`config.mk`:
```
export PLATFORM = sky130hd
export DESIGN_NAME = equipment_replacement_dp_core
export DESIGN_NICKNAME = d
export VERILOG_FILES = /design/src/rtl/core/edp_pkg.sv /design/src/rtl/core/edp_ram.sv /design/src/rtl/core/edp_seq.sv /design/src/rtl/core/equipment_replacement_dp_core.sv
export SDC_FILE = /design/constraint.sdc
export NUM_CORES = 2
export LEC_CHECK = 0
export BUFFER_PORTS_ARGS = -buffer_cell sky130_fd_sc_hd__buf_2
export CAP_MARGIN = 15
export CORE_MARGIN = 2
export CORE_UTILIZATION = 59
export CTS_CLUSTER_SIZE = 16
export DETAILED_ROUTE_END_ITERATION = 16
export PLACE_DENSITY = 0.72
export SLEW_MARGIN = 0
export SYNTH_ARGS = -nofsm -noshare
export SYNTH_HDL_FRONTEND = slang
export SYNTH_SLANG_ARGS = --single-unit
```
`constraint.sdc`:
```
create_clock -name aclk -period 17.2 [get_ports aclk]
set_input_delay 0.86 -clock aclk [delete_from_list [all_inputs] [get_ports aclk]]
set_output_delay 0.86 -clock aclk [all_outputs]
set_load 0.05 [all_outputs]
```
`src/rtl/core/edp_pkg.sv`:
```
`default_nettype none
package edp_pkg;

    localparam int AGE_W   = 3;
    localparam int VAL_W   = 16;
    localparam int LIFE_W  = 4;
    localparam int HOR_W   = 6;
    localparam int COST_W  = 32;
    localparam int STAGE_W = 6;
    localparam int MASK_W  = 8;

    // register indexes on the configuration port
    localparam logic [1:0] REG_PURCHASE = 2'd0;
    localparam logic [1:0] REG_LIFE     = 2'd1;
    localparam logic [1:0] REG_HORIZON  = 2'd2;

    localparam logic FUNC_LOAD = 1'b0;
    localparam logic FUNC_RUN  = 1'b1;

    typedef struct packed {
        logic [VAL_W-1:0]  purchase_cost;
        logic [LIFE_W-1:0] life_years;
        logic [HOR_W-1:0]  horizon;
    } cfg_t;

    typedef struct packed {
        logic [STAGE_W-1:0]       stage;
        logic signed [COST_W-1:0] min_cost;
        logic signed [COST_W-1:0] gain;
        logic [MASK_W-1:0]        choice_mask;
        logic                     is_terminal;
        logic                     last;
    } out_rec_t;

endpackage
`default_nettype wire

```
`src/rtl/core/edp_ram.sv`:
```
`default_nettype none
module edp_ram #(
    parameter int W  = 32,
    parameter int D  = 8,
    parameter int AW = (D > 1) ? $clog2(D) : 1
) (
    input  wire logic          aclk,
    input  wire logic          we,
    input  wire logic [AW-1:0] waddr,
    input  wire logic [W-1:0]  wdata,
    input  wire logic [AW-1:0] raddr,
    output logic      [W-1:0]  rdata
);

    logic [W-1:0] mem [D];

    always_ff @(posedge aclk) begin
        if (we) begin
            mem[waddr] <= wdata;
        end
        rdata <= mem[raddr];
    end

endmodule
`default_nettype wire

```
`src/rtl/core/edp_seq.sv`:
```
`default_nettype none
module edp_seq import edp_pkg::*; #(
    parameter int MAX_LIFE    = 8,
    parameter int MAX_HORIZON = 32
) (
    input  wire logic             aclk,
    input  wire logic             aresetn,
    input  wire cfg_t             cfg,
    input  wire logic             in_valid,
    output logic                  in_ready,
    input  wire logic             in_func,
    input  wire logic [AGE_W-1:0] in_age,
    input  wire logic [VAL_W-1:0] in_resale,
    input  wire logic [VAL_W-1:0] in_maint,
    output logic                  out_valid,
    input  wire logic             out_ready,
    output out_rec_t              out_rec
);

    localparam int LW  = (MAX_LIFE > 1) ? $clog2(MAX_LIFE) : 1;
    localparam int LCW = $clog2(MAX_LIFE + 1);
    localparam int HW  = $clog2(MAX_HORIZON + 1);
    localparam int CW  = HOR_W + 1;
    localparam int IXW = ((LW > AGE_W) ? LW : AGE_W) + 1;

    typedef enum logic [2:0] {
        ST_IDLE, ST_CC_RD, ST_CC_WR, ST_TERM, ST_SCAN, ST_FIN, ST_EMIT
    } state_t;

    state_t                    state_reg;
    logic [HW-1:0]             s_reg;
    logic [LCW-1:0]            k_reg;
    logic signed [COST_W-1:0]  acc_reg;
    logic                      rd_vld_reg;
    logic [LCW-1:0]            rd_k_reg;
    logic signed [COST_W-1:0]  best_reg;
    logic [MASK_W-1:0]         mask_reg;
    logic                      out_valid_reg;
    out_rec_t                  out_rec_reg;

    logic [CW-1:0]             life_ext, hor_ext;
    logic [LCW-1:0]            life_sat;
    logic [HW-1:0]             hor_sat, rem;
    logic                      last_k, out_free, out_load, age_ok;
    logic [IXW-1:0]            age_ext;

    logic                      tbl_we;
    logic [2*VAL_W-1:0]        tbl_rdata;
    logic [LW-1:0]             tbl_waddr;
    logic                      cc_we;
    logic [LW-1:0]             cc_raddr;
    logic signed [COST_W-1:0]  cc_wdata, cc_rdata;
    logic                      sv_we;
    logic [HW-1:0]             sv_waddr, sv_raddr;
    logic signed [COST_W-1:0]  sv_wdata, sv_rdata;

    logic signed [COST_W-1:0]  acc_next, cand, best_next;
    logic [MASK_W-1:0]         mask_next, k_bit;
    logic signed [COST_W-1:0]  purchase_s;

    assign life_ext = CW'(cfg.life_years);
    assign hor_ext  = CW'(cfg.horizon);
    assign life_sat = (life_ext == '0) ? LCW'(1) :
                      (life_ext > CW'(MAX_LIFE)) ? LCW'(MAX_LIFE) : life_ext[LCW-1:0];
    assign hor_sat  = (hor_ext > CW'(MAX_HORIZON)) ? HW'(MAX_HORIZON) : hor_ext[HW-1:0];
    assign rem      = hor_sat - s_reg;
    // last feasible keep length: stop at the useful life or at the horizon
    assign last_k   = (CW'(k_reg) == CW'(life_sat)) || (CW'(k_reg) == CW'(rem));
    assign out_free = !out_valid_reg || out_ready;
    // load the output register with a stage result
    assign out_load = ((state_reg == ST_TERM) || (state_reg == ST_EMIT)) && out_free;

    assign age_ext   = IXW'(in_age);
    assign age_ok    = age_ext < IXW'(MAX_LIFE);
    assign tbl_waddr = age_ext[LW-1:0];
    assign in_ready  = (state_reg == ST_IDLE);
    assign tbl_we    = in_valid && in_ready && (in_func == FUNC_LOAD) && age_ok;

    assign purchase_s = COST_W'(cfg.purchase_cost);
    assign acc_next   = acc_reg + COST_W'(tbl_rdata[2*VAL_W-1:VAL_W]);
    assign cc_wdata   = purchase_s + acc_next - COST_W'(tbl_rdata[VAL_W-1:0]);
    assign cc_we      = (state_reg == ST_CC_WR);
    assign cc_raddr   = LW'(k_reg - LCW'(1));
    assign sv_raddr   = HW'(CW'(s_reg) + CW'(k_reg));

    always_comb begin
        sv_we    = 1'b0;
        sv_waddr = s_reg;
        sv_wdata = best_reg;
        if (state_reg == ST_TERM) begin
            sv_we    = 1'b1;
            sv_waddr = hor_sat;
            sv_wdata = '0;
        end else if (state_reg == ST_EMIT) begin
            sv_we = 1'b1;
        end
    end

    // fold one option into the running minimum and tie mask
    always_comb begin
        cand  = cc_rdata + sv_rdata;
        k_bit = '0;
        if (CW'(rd_k_reg) <= CW'(MASK_W)) begin
            k_bit = MASK_W'(1) << (rd_k_reg - LCW'(1));
        end
        best_next = best_reg;
        mask_next = mask_reg;
        if ((rd_k_reg == LCW'(1)) || (cand < best_reg)) begin
            best_next = cand;
            mask_next = k_bit;
        end else if (cand == best_reg) begin
            mask_next = mask_reg | k_bit;
        end
    end

    edp_ram #(.W(2*VAL_W), .D(MAX_LIFE)) u_tbl (
        .aclk  (aclk),
        .we    (tbl_we),
        .waddr (tbl_waddr),
        .wdata ({in_maint, in_resale}),
        .raddr (k_reg[LW-1:0]),
        .rdata (tbl_rdata)
    );

    edp_ram #(.W(COST_W), .D(MAX_LIFE)) u_cc (
        .aclk  (aclk),
        .we    (cc_we),
        .waddr (k_reg[LW-1:0]),
        .wdata (cc_wdata),
        .raddr (cc_raddr),
        .rdata (cc_rdata)
    );

    edp_ram #(.W(COST_W), .D(MAX_HORIZON + 1)) u_sv (
        .aclk  (aclk),
        .we    (sv_we),
        .waddr (sv_waddr),
        .wdata (sv_wdata),
        .raddr (sv_raddr),
        .rdata (sv_rdata)
    );

    always_ff @(posedge aclk) begin
        if (!aresetn) begin
            state_reg     <= ST_IDLE;
            rd_vld_reg    <= 1'b0;
            out_valid_reg <= 1'b0;
        end else begin
            rd_vld_reg <= (state_reg == ST_SCAN);
            rd_k_reg   <= k_reg;
            if (rd_vld_reg) begin
                best_reg <= best_next;
                mask_reg <= mask_next;
            end
            if (out_load) begin
                out_valid_reg <= 1'b1;
            end else if (out_ready) begin
                out_valid_reg <= 1'b0;
            end
            unique case (state_reg)
                ST_IDLE: begin
                    if (in_valid && (in_func == FUNC_RUN)) begin
                        k_reg     <= '0;
                        acc_reg   <= '0;
                        state_reg <= ST_CC_RD;
                    end
                end
                ST_CC_RD: begin
                    state_reg <= ST_CC_WR;
                end
                ST_CC_WR: begin
                    acc_reg <= acc_next;
                    if (k_reg == life_sat - LCW'(1)) begin
                        state_reg <= ST_TERM;
                    end else begin
                        k_reg     <= k_reg + LCW'(1);
                        state_reg <= ST_CC_RD;
                    end
                end
                ST_TERM: begin
                    if (out_free) begin
                        out_rec_reg.stage       <= STAGE_W'(hor_sat);
                        out_rec_reg.min_cost    <= '0;
                        out_rec_reg.gain        <= purchase_s;
                        out_rec_reg.choice_mask <= '0;
                        out_rec_reg.is_terminal <= 1'b1;
                        out_rec_reg.last        <= (hor_sat == '0);
                        if (hor_sat == '0) begin
                            state_reg <= ST_IDLE;
                        end else begin
                            s_reg     <= hor_sat - HW'(1);
                            k_reg     <= LCW'(1);
                            state_reg <= ST_SCAN;
                        end
                    end
                end
                ST_SCAN: begin
                    if (last_k) begin
                        state_reg <= ST_FIN;
                    end else begin
                        k_reg <= k_reg + LCW'(1);
                    end
                end
                ST_FIN: begin
                    state_reg <= ST_EMIT;
                end
                ST_EMIT: begin
                    if (out_free) begin
                        out_rec_reg.stage       <= STAGE_W'(s_reg);
                        out_rec_reg.min_cost    <= best_reg;
                        out_rec_reg.gain        <= purchase_s - best_reg;
                        out_rec_reg.choice_mask <= mask_reg;
                        out_rec_reg.is_terminal <= 1'b0;
                        out_rec_reg.last        <= (s_reg == '0);
                        if (s_reg == '0) begin
                            state_reg <= ST_IDLE;
                        end else begin
                            s_reg     <= s_reg - HW'(1);
                            k_reg     <= LCW'(1);
                            state_reg <= ST_SCAN;
                        end
                    end
                end
                default: state_reg <= ST_IDLE;
            endcase
        end
    end

    assign out_valid = out_valid_reg;
    assign out_rec   = out_rec_reg;

endmodule
`default_nettype wire

```
`src/rtl/core/equipment_replacement_dp_core.sv`:
```
// Equipment replacement dynamic program.
// Input stream (s_*): one item per handshake. s_tuser = 0 loads one age row
// (resale value and maintenance cost) and returns nothing.
// s_tuser = 1 starts a run: the block first builds the keep-length costs,
// then walks the stages from the horizon down to zero and emits one item per
// stage on m_*, the stage-zero item carrying m_tlast.
// Run: the block first builds the keep-length cost table, then for each
// non-terminal stage scans min(L, horizon - stage) keep lengths; one option
// is folded per cycle through the stage-value and cycle-cost memory read
// ports (L = saturated life). s_tready is low during a run.
// Results leave through one output register; if m_tready is low the sequencer
// holds at the next result until the register frees, and the next run's
// item can be taken while the final result of a run still waits.
// Reset clears the sequencer and output valid and sets the registers to
// purchase_cost 0, life_years 3, horizon 5. The age rows hold no reset value.
// Config registers (APB, byte address 4*i): purchase_cost, life_years, horizon.
`default_nettype none
module equipment_replacement_dp_core import edp_pkg::*; #(
    parameter int MAX_LIFE    = 8,
    parameter int MAX_HORIZON = 32
) (
    input  wire logic        aclk,
    input  wire logic        aresetn,
    // APB configuration port
    input  wire logic        psel,
    input  wire logic        penable,
    input  wire logic        pwrite,
    input  wire logic [3:0]  paddr,
    input  wire logic [31:0] pwdata,
    output logic      [31:0] prdata,
    output logic             pready,
    // input items
    input  wire logic        s_tvalid,
    output logic             s_tready,
    input  wire logic [39:0] s_tdata,  // age_index[2:0], resale_value[18:3], maint_cost[34:19]
    input  wire logic        s_tuser,  // func
    // result items
    output logic             m_tvalid,
    input  wire logic        m_tready,
    output logic      [79:0] m_tdata,  // stage[5:0], min_cost[37:6], gain[69:38],
                                       // choice_mask[77:70]
    output logic             m_tuser,  // is_terminal
    output logic             m_tlast   // last
);

    cfg_t     cfg_reg;
    out_rec_t rec;
    logic     wr_en;

    assign pready = 1'b1;
    assign wr_en  = psel && penable && pwrite && pready;

    // register write: unknown indexes fall through and are dropped
    always_ff @(posedge aclk) begin
        if (!aresetn) begin
            cfg_reg.purchase_cost <= '0;
            cfg_reg.life_years    <= LIFE_W'(3);
            cfg_reg.horizon       <= HOR_W'(5);
        end else if (wr_en) begin
            unique case (paddr[3:2])
                REG_PURCHASE: cfg_reg.purchase_cost <= pwdata[VAL_W-1:0];
                REG_LIFE:     cfg_reg.life_years    <= pwdata[LIFE_W-1:0];
                REG_HORIZON:  cfg_reg.horizon       <= pwdata[HOR_W-1:0];
                default: ;
            endcase
        end
    end

    always_comb begin
        unique case (paddr[3:2])
            REG_PURCHASE: prdata = 32'(cfg_reg.purchase_cost);
            REG_LIFE:     prdata = 32'(cfg_reg.life_years);
            REG_HORIZON:  prdata = 32'(cfg_reg.horizon);
            default:      prdata = '0;
        endcase
    end

    edp_seq #(.MAX_LIFE(MAX_LIFE), .MAX_HORIZON(MAX_HORIZON)) u_seq (
        .aclk      (aclk),
        .aresetn   (aresetn),
        .cfg       (cfg_reg),
        .in_valid  (s_tvalid),
        .in_ready  (s_tready),
        .in_func   (s_tuser),
        .in_age    (s_tdata[2:0]),
        .in_resale (s_tdata[18:3]),
        .in_maint  (s_tdata[34:19]),
        .out_valid (m_tvalid),
        .out_ready (m_tready),
        .out_rec   (rec)
    );

    // pack result fields, lowest field first, padded to whole bytes
    assign m_tdata = {2'b00, rec.choice_mask, rec.gain, rec.min_cost, rec.stage};
    assign m_tuser = rec.is_terminal;
    assign m_tlast = rec.last;

endmodule
`default_nettype wire

```
==> impl_results.md <==
- Outcome: finished clean
- Max VDD drop: 0.000114 V
- Slowest CP cell: a21oi_1
- Initial Util: 59.2%
- Via count: 40300
- First-pass GRT wire length: 266000 um
- Drt total wl: 185000 um
- Internal: 7.61 mW
- Final HPWL DP: 106000 um
- Leakage Power: 28.2 nW
- Vias in the first global route: 39600
- Crit. End Element: flip-flop
- Combinational share of power: 8.1%
- Slew @ Worst Pin: 1180 ps
- Congestion Overflow GR: 0
- Via density: 6.48
- Post-synth top area share: 69.1%
- Site row count: 131
- Core area: 127000 um^2
- Clock power frac: 40.3%
- Yosys Warn Count: 0
- Final nets: 4652
- Post-CTS Setup Bufs: 0
- Initial antenna violation count: 11
- Hold Crit Class: in2reg
- Final Setup Violations: 0
- Fin cells: 6223
- DR iter-0 viols: 5392
- Minimum clock period: 6290 ps
- I/O pin total: 201
- Largest net degree at the start of global routing: 138
- Relative slew slack: 21.2%
- Seq/Total Area, Yosys: 72.5%
- H-tree depth: 4
- Fmax: 159 MHz
- Mapped Area: 75300 um^2
- Top_reg_cell synth: edfxtp_1
- Sum Neg Setup Slack: 0 ps
- Layout cells sized above 1: 22.5%
- Die Height: 361 um
- Placed cells: 5880
- FF+latch count, synth: 1861
- RSZ-0062 raised after global routing: no
- Area of the die: 131000 um^2
- Antenna Nets Post-Route: 0
- Max-slew violations: 0
- # DRC: 0
- WP data arrival: 6800 ps
- Die W: 361 um
- Tcrit/Tclk final: 36.6%
- Clock root buffer: clkbuf_16
- Maxcap violations: 0
- Clk sink count: 1861
- Largest register by flop count: u_seq.u_sv.mem
- Post-CTS Resized: 0
- Final hold violations: 0
- Fin area: 84800 um^2
- Clock transition at path regs: 70 ps
- Ys async rst share: 0%
- Placed cell area: 78800 um^2
- Crit path buffers/inverters: 1
- GPL Wtd Cong: 0.899
- Net Switching: 2.21 mW
- DR pass1 iterations: 5
- Drt wl/cell: 29.7 um
- CTS tree: yes
- GRT Util Overall: 28.6%
- Port Buffers: 158
- Sw frac: 22.5%
- Post-Place Worst Slack: 11030 ps
- Clk_skew: 37.9 ps
- Power density over the cells: 116 nW/um^2
- Distinct cells, synth: 72
- Max clock buf depth: 3
- Synth area leaders: edfxtp_1 69%, mux4_2 11%, dfxtp_1 3.4%
- Mapped Avg Cell Area: 18.3 um^2
- Cts bufs inserted: 181
- CP delay by family, top: compound AO/OA/AOI/OAI gates
- Worst-skew pair later-pin latency: 830 ps
- Area Growth Syn to Fin: 12.6%
- Maximum fanout along the worst path: 32
- Final worst slack: 10910 ps
- Cell mode on critical path: o21ai_0
- WP data required: 17710 ps
- Cts hold-fix bufs: 0
- Worst path max stage delay: 800 ps
- Largest area contributor in the netlist: edfxtp_1
- Flop pwr share: 51.6%
- Crit path launch type: flip-flop
- Biggest regs: u_seq.u_sv.mem: 1056 flops, u_seq.u_cc.mem: 256 flops, u_seq.u_tbl.mem: 256 flops
- Max reg flops: 1056
- Synthesized netlist cell count: 4124
- Critical Path, Cell by Cell: ha_1 -> o21ai_0 -> o211ai_1 -> nand2_1 -> o311ai_0 -> o2111ai_1 -> o21ai_0 -> a221oi_1 -> o21bai_1 -> xnor2_1 -> ha_1 -> nand4_1 -> nor4_1 -> o21ai_0 -> a21oi_1 -> or2_2 -> a21oi_4 -> buf_4
- WS Path Type: reg2reg
- EDFF count, synth: 1734
==> final timing paths <==
| kind | cells after the start | to | from | slack (ps) |
|---|---|---|---|---|
| worst max-delay path | 18 | u_seq.best_reg[9]$_DFFE_PP_ | u_seq.u_sv.rdata[2]$_DFF_P_ | 10910 |
| worst min-delay path | 3 | cfg_reg[23]$_SDFFE_PN0P_ | pwdata[13] | 280 |
| worst max register to register | 18 | u_seq.best_reg[9]$_DFFE_PP_ | u_seq.u_sv.rdata[2]$_DFF_P_ | 10910 |
| worst min register to register | 2 | u_seq.u_tbl.rdata[11]$_DFF_P_ | u_seq.u_tbl.mem[4][11]$_DFFE_PP_ | 470 |
==> worst register-to-register path, stage by stage (launching register included) <==
cell	delay (ps)
dfxtp_1	320
ha_1	350
o21ai_0	160
o211ai_1	300
nand2_1	190
o311ai_0	520
o2111ai_1	330
o21ai_0	430
a221oi_1	160
o21bai_1	200
xnor2_1	110
ha_1	310
nand4_1	170
nor4_1	710
o21ai_0	280
a21oi_1	800
or2_2	280
a21oi_4	50
buf_4	280
==> metal layers <==
layer | vias up | wire length, um | GRT usage, %
met3 | 305 | 21200 | 7.71
met4 | 16 | 4730 | 8.56
li1 | 17000 | - | -
met5 | - | 98 | 0
met1 | 20800 | 75100 | 42.6
met2 | 2195 | 83600 | 42.0
==> synth_stat cells (6+ instances only) <==
master    instances
or3_1             7
o21bai_1         12
o21a_1           12
o211ai_1          7
fa_1             21
a22oi_1         128
nor4_1            9
nand3_1          32
clkbuf_1        121
and3_1           31
nor2_1          251
mux2i_1          49
a211oi_1          9
nor2b_1          25
nor3_1           48
buf_2            14
inv_1           138
nand2b_1         26
dfxtp_1         127
buf_1            27
xnor2_1          84
nor3b_1           6
nand2_1         141
xor2_1           51
mux2_2           33
nand4_1          49
buf_4            19
a31oi_1           8
a21boi_0         24
o21ai_0          85
a21oi_1         140
ha_1            140
mux4_2          384
edfxtp_1       1734
and2_1           12
a21o_1           56
==> layout make-up <==
class | count | area, um^2
Antenna cell | 3 | 7.51
Clock buffer | 244 | 4910
Clock inverter | 90 | 1040
Fill cell | 8221 | 42400
Inverter | 138 | 519
Multi-Input combinational cell | 1961 | 20000
Sequential cell | 1861 | 54600
Tap cell | 1662 | 2080
Timing Repair Buffer | 264 | 1650
==> per-stage QoR <==
stage / hold slack (ps) / total power [mW] / utilization [%]
detailed placement: 456 / 5.94 / 61.9
floorplan: 444 / 5.70 / -
global route: 266 / 10.1 / 66.7
finish: 278 / 9.83 / 66.7
CTS: 238 / 9.86 / 66.6
global placement: 457 / 5.92 / 61.9
==> cells by family (layout without fill, tap and decap cells) <==
| logic type | Yosys count | count (layout) | synth area share [%] |
|---|---|---|---|
| multiplexers | 466 | 466 | 12.6 |
| AND/OR/NAND/NOR | 651 | 651 | 4.02 |
| buffers and inverters | 319 | 736 | 1.71 |
| flip-flops | 1861 | 1861 | 72.5 |
| XOR/XNOR | 136 | 136 | 1.60 |
| other | 2 | 22 | 0.00997 |
| adder cells (fa/ha/maj) | 161 | 161 | 2.88 |
| AO/OA/AOI/OAI | 528 | 528 | 4.65 |
==> placed cells by master (no fill, tap or decap), drive strengths merged, types with 84 or more instances in the layout <==
cell,n
nand2,141
buf,263
nor2,251
inv,142
edfxtp,1734
a22oi,128
o21ai,88
dfxtp,127
mux4,384
ha,140
xnor2,84
a21oi,140
clkbuf,244
==> power groups by stage <==
| stage | combinational (mW) | sequential [mW] | clock [mW] |
|---|---|---|---|
| floorplan | 0.543 | 5.15 | 0 |
| global placement | 0.761 | 5.16 | 0 |
| detailed placement | 0.779 | 5.16 | 0 |
| CTS | 0.785 | 5.07 | 4.01 |
| global route | 0.860 | 5.07 | 4.18 |
| finish | 0.796 | 5.07 | 3.96 |
(Power assumes the default switching activity.)
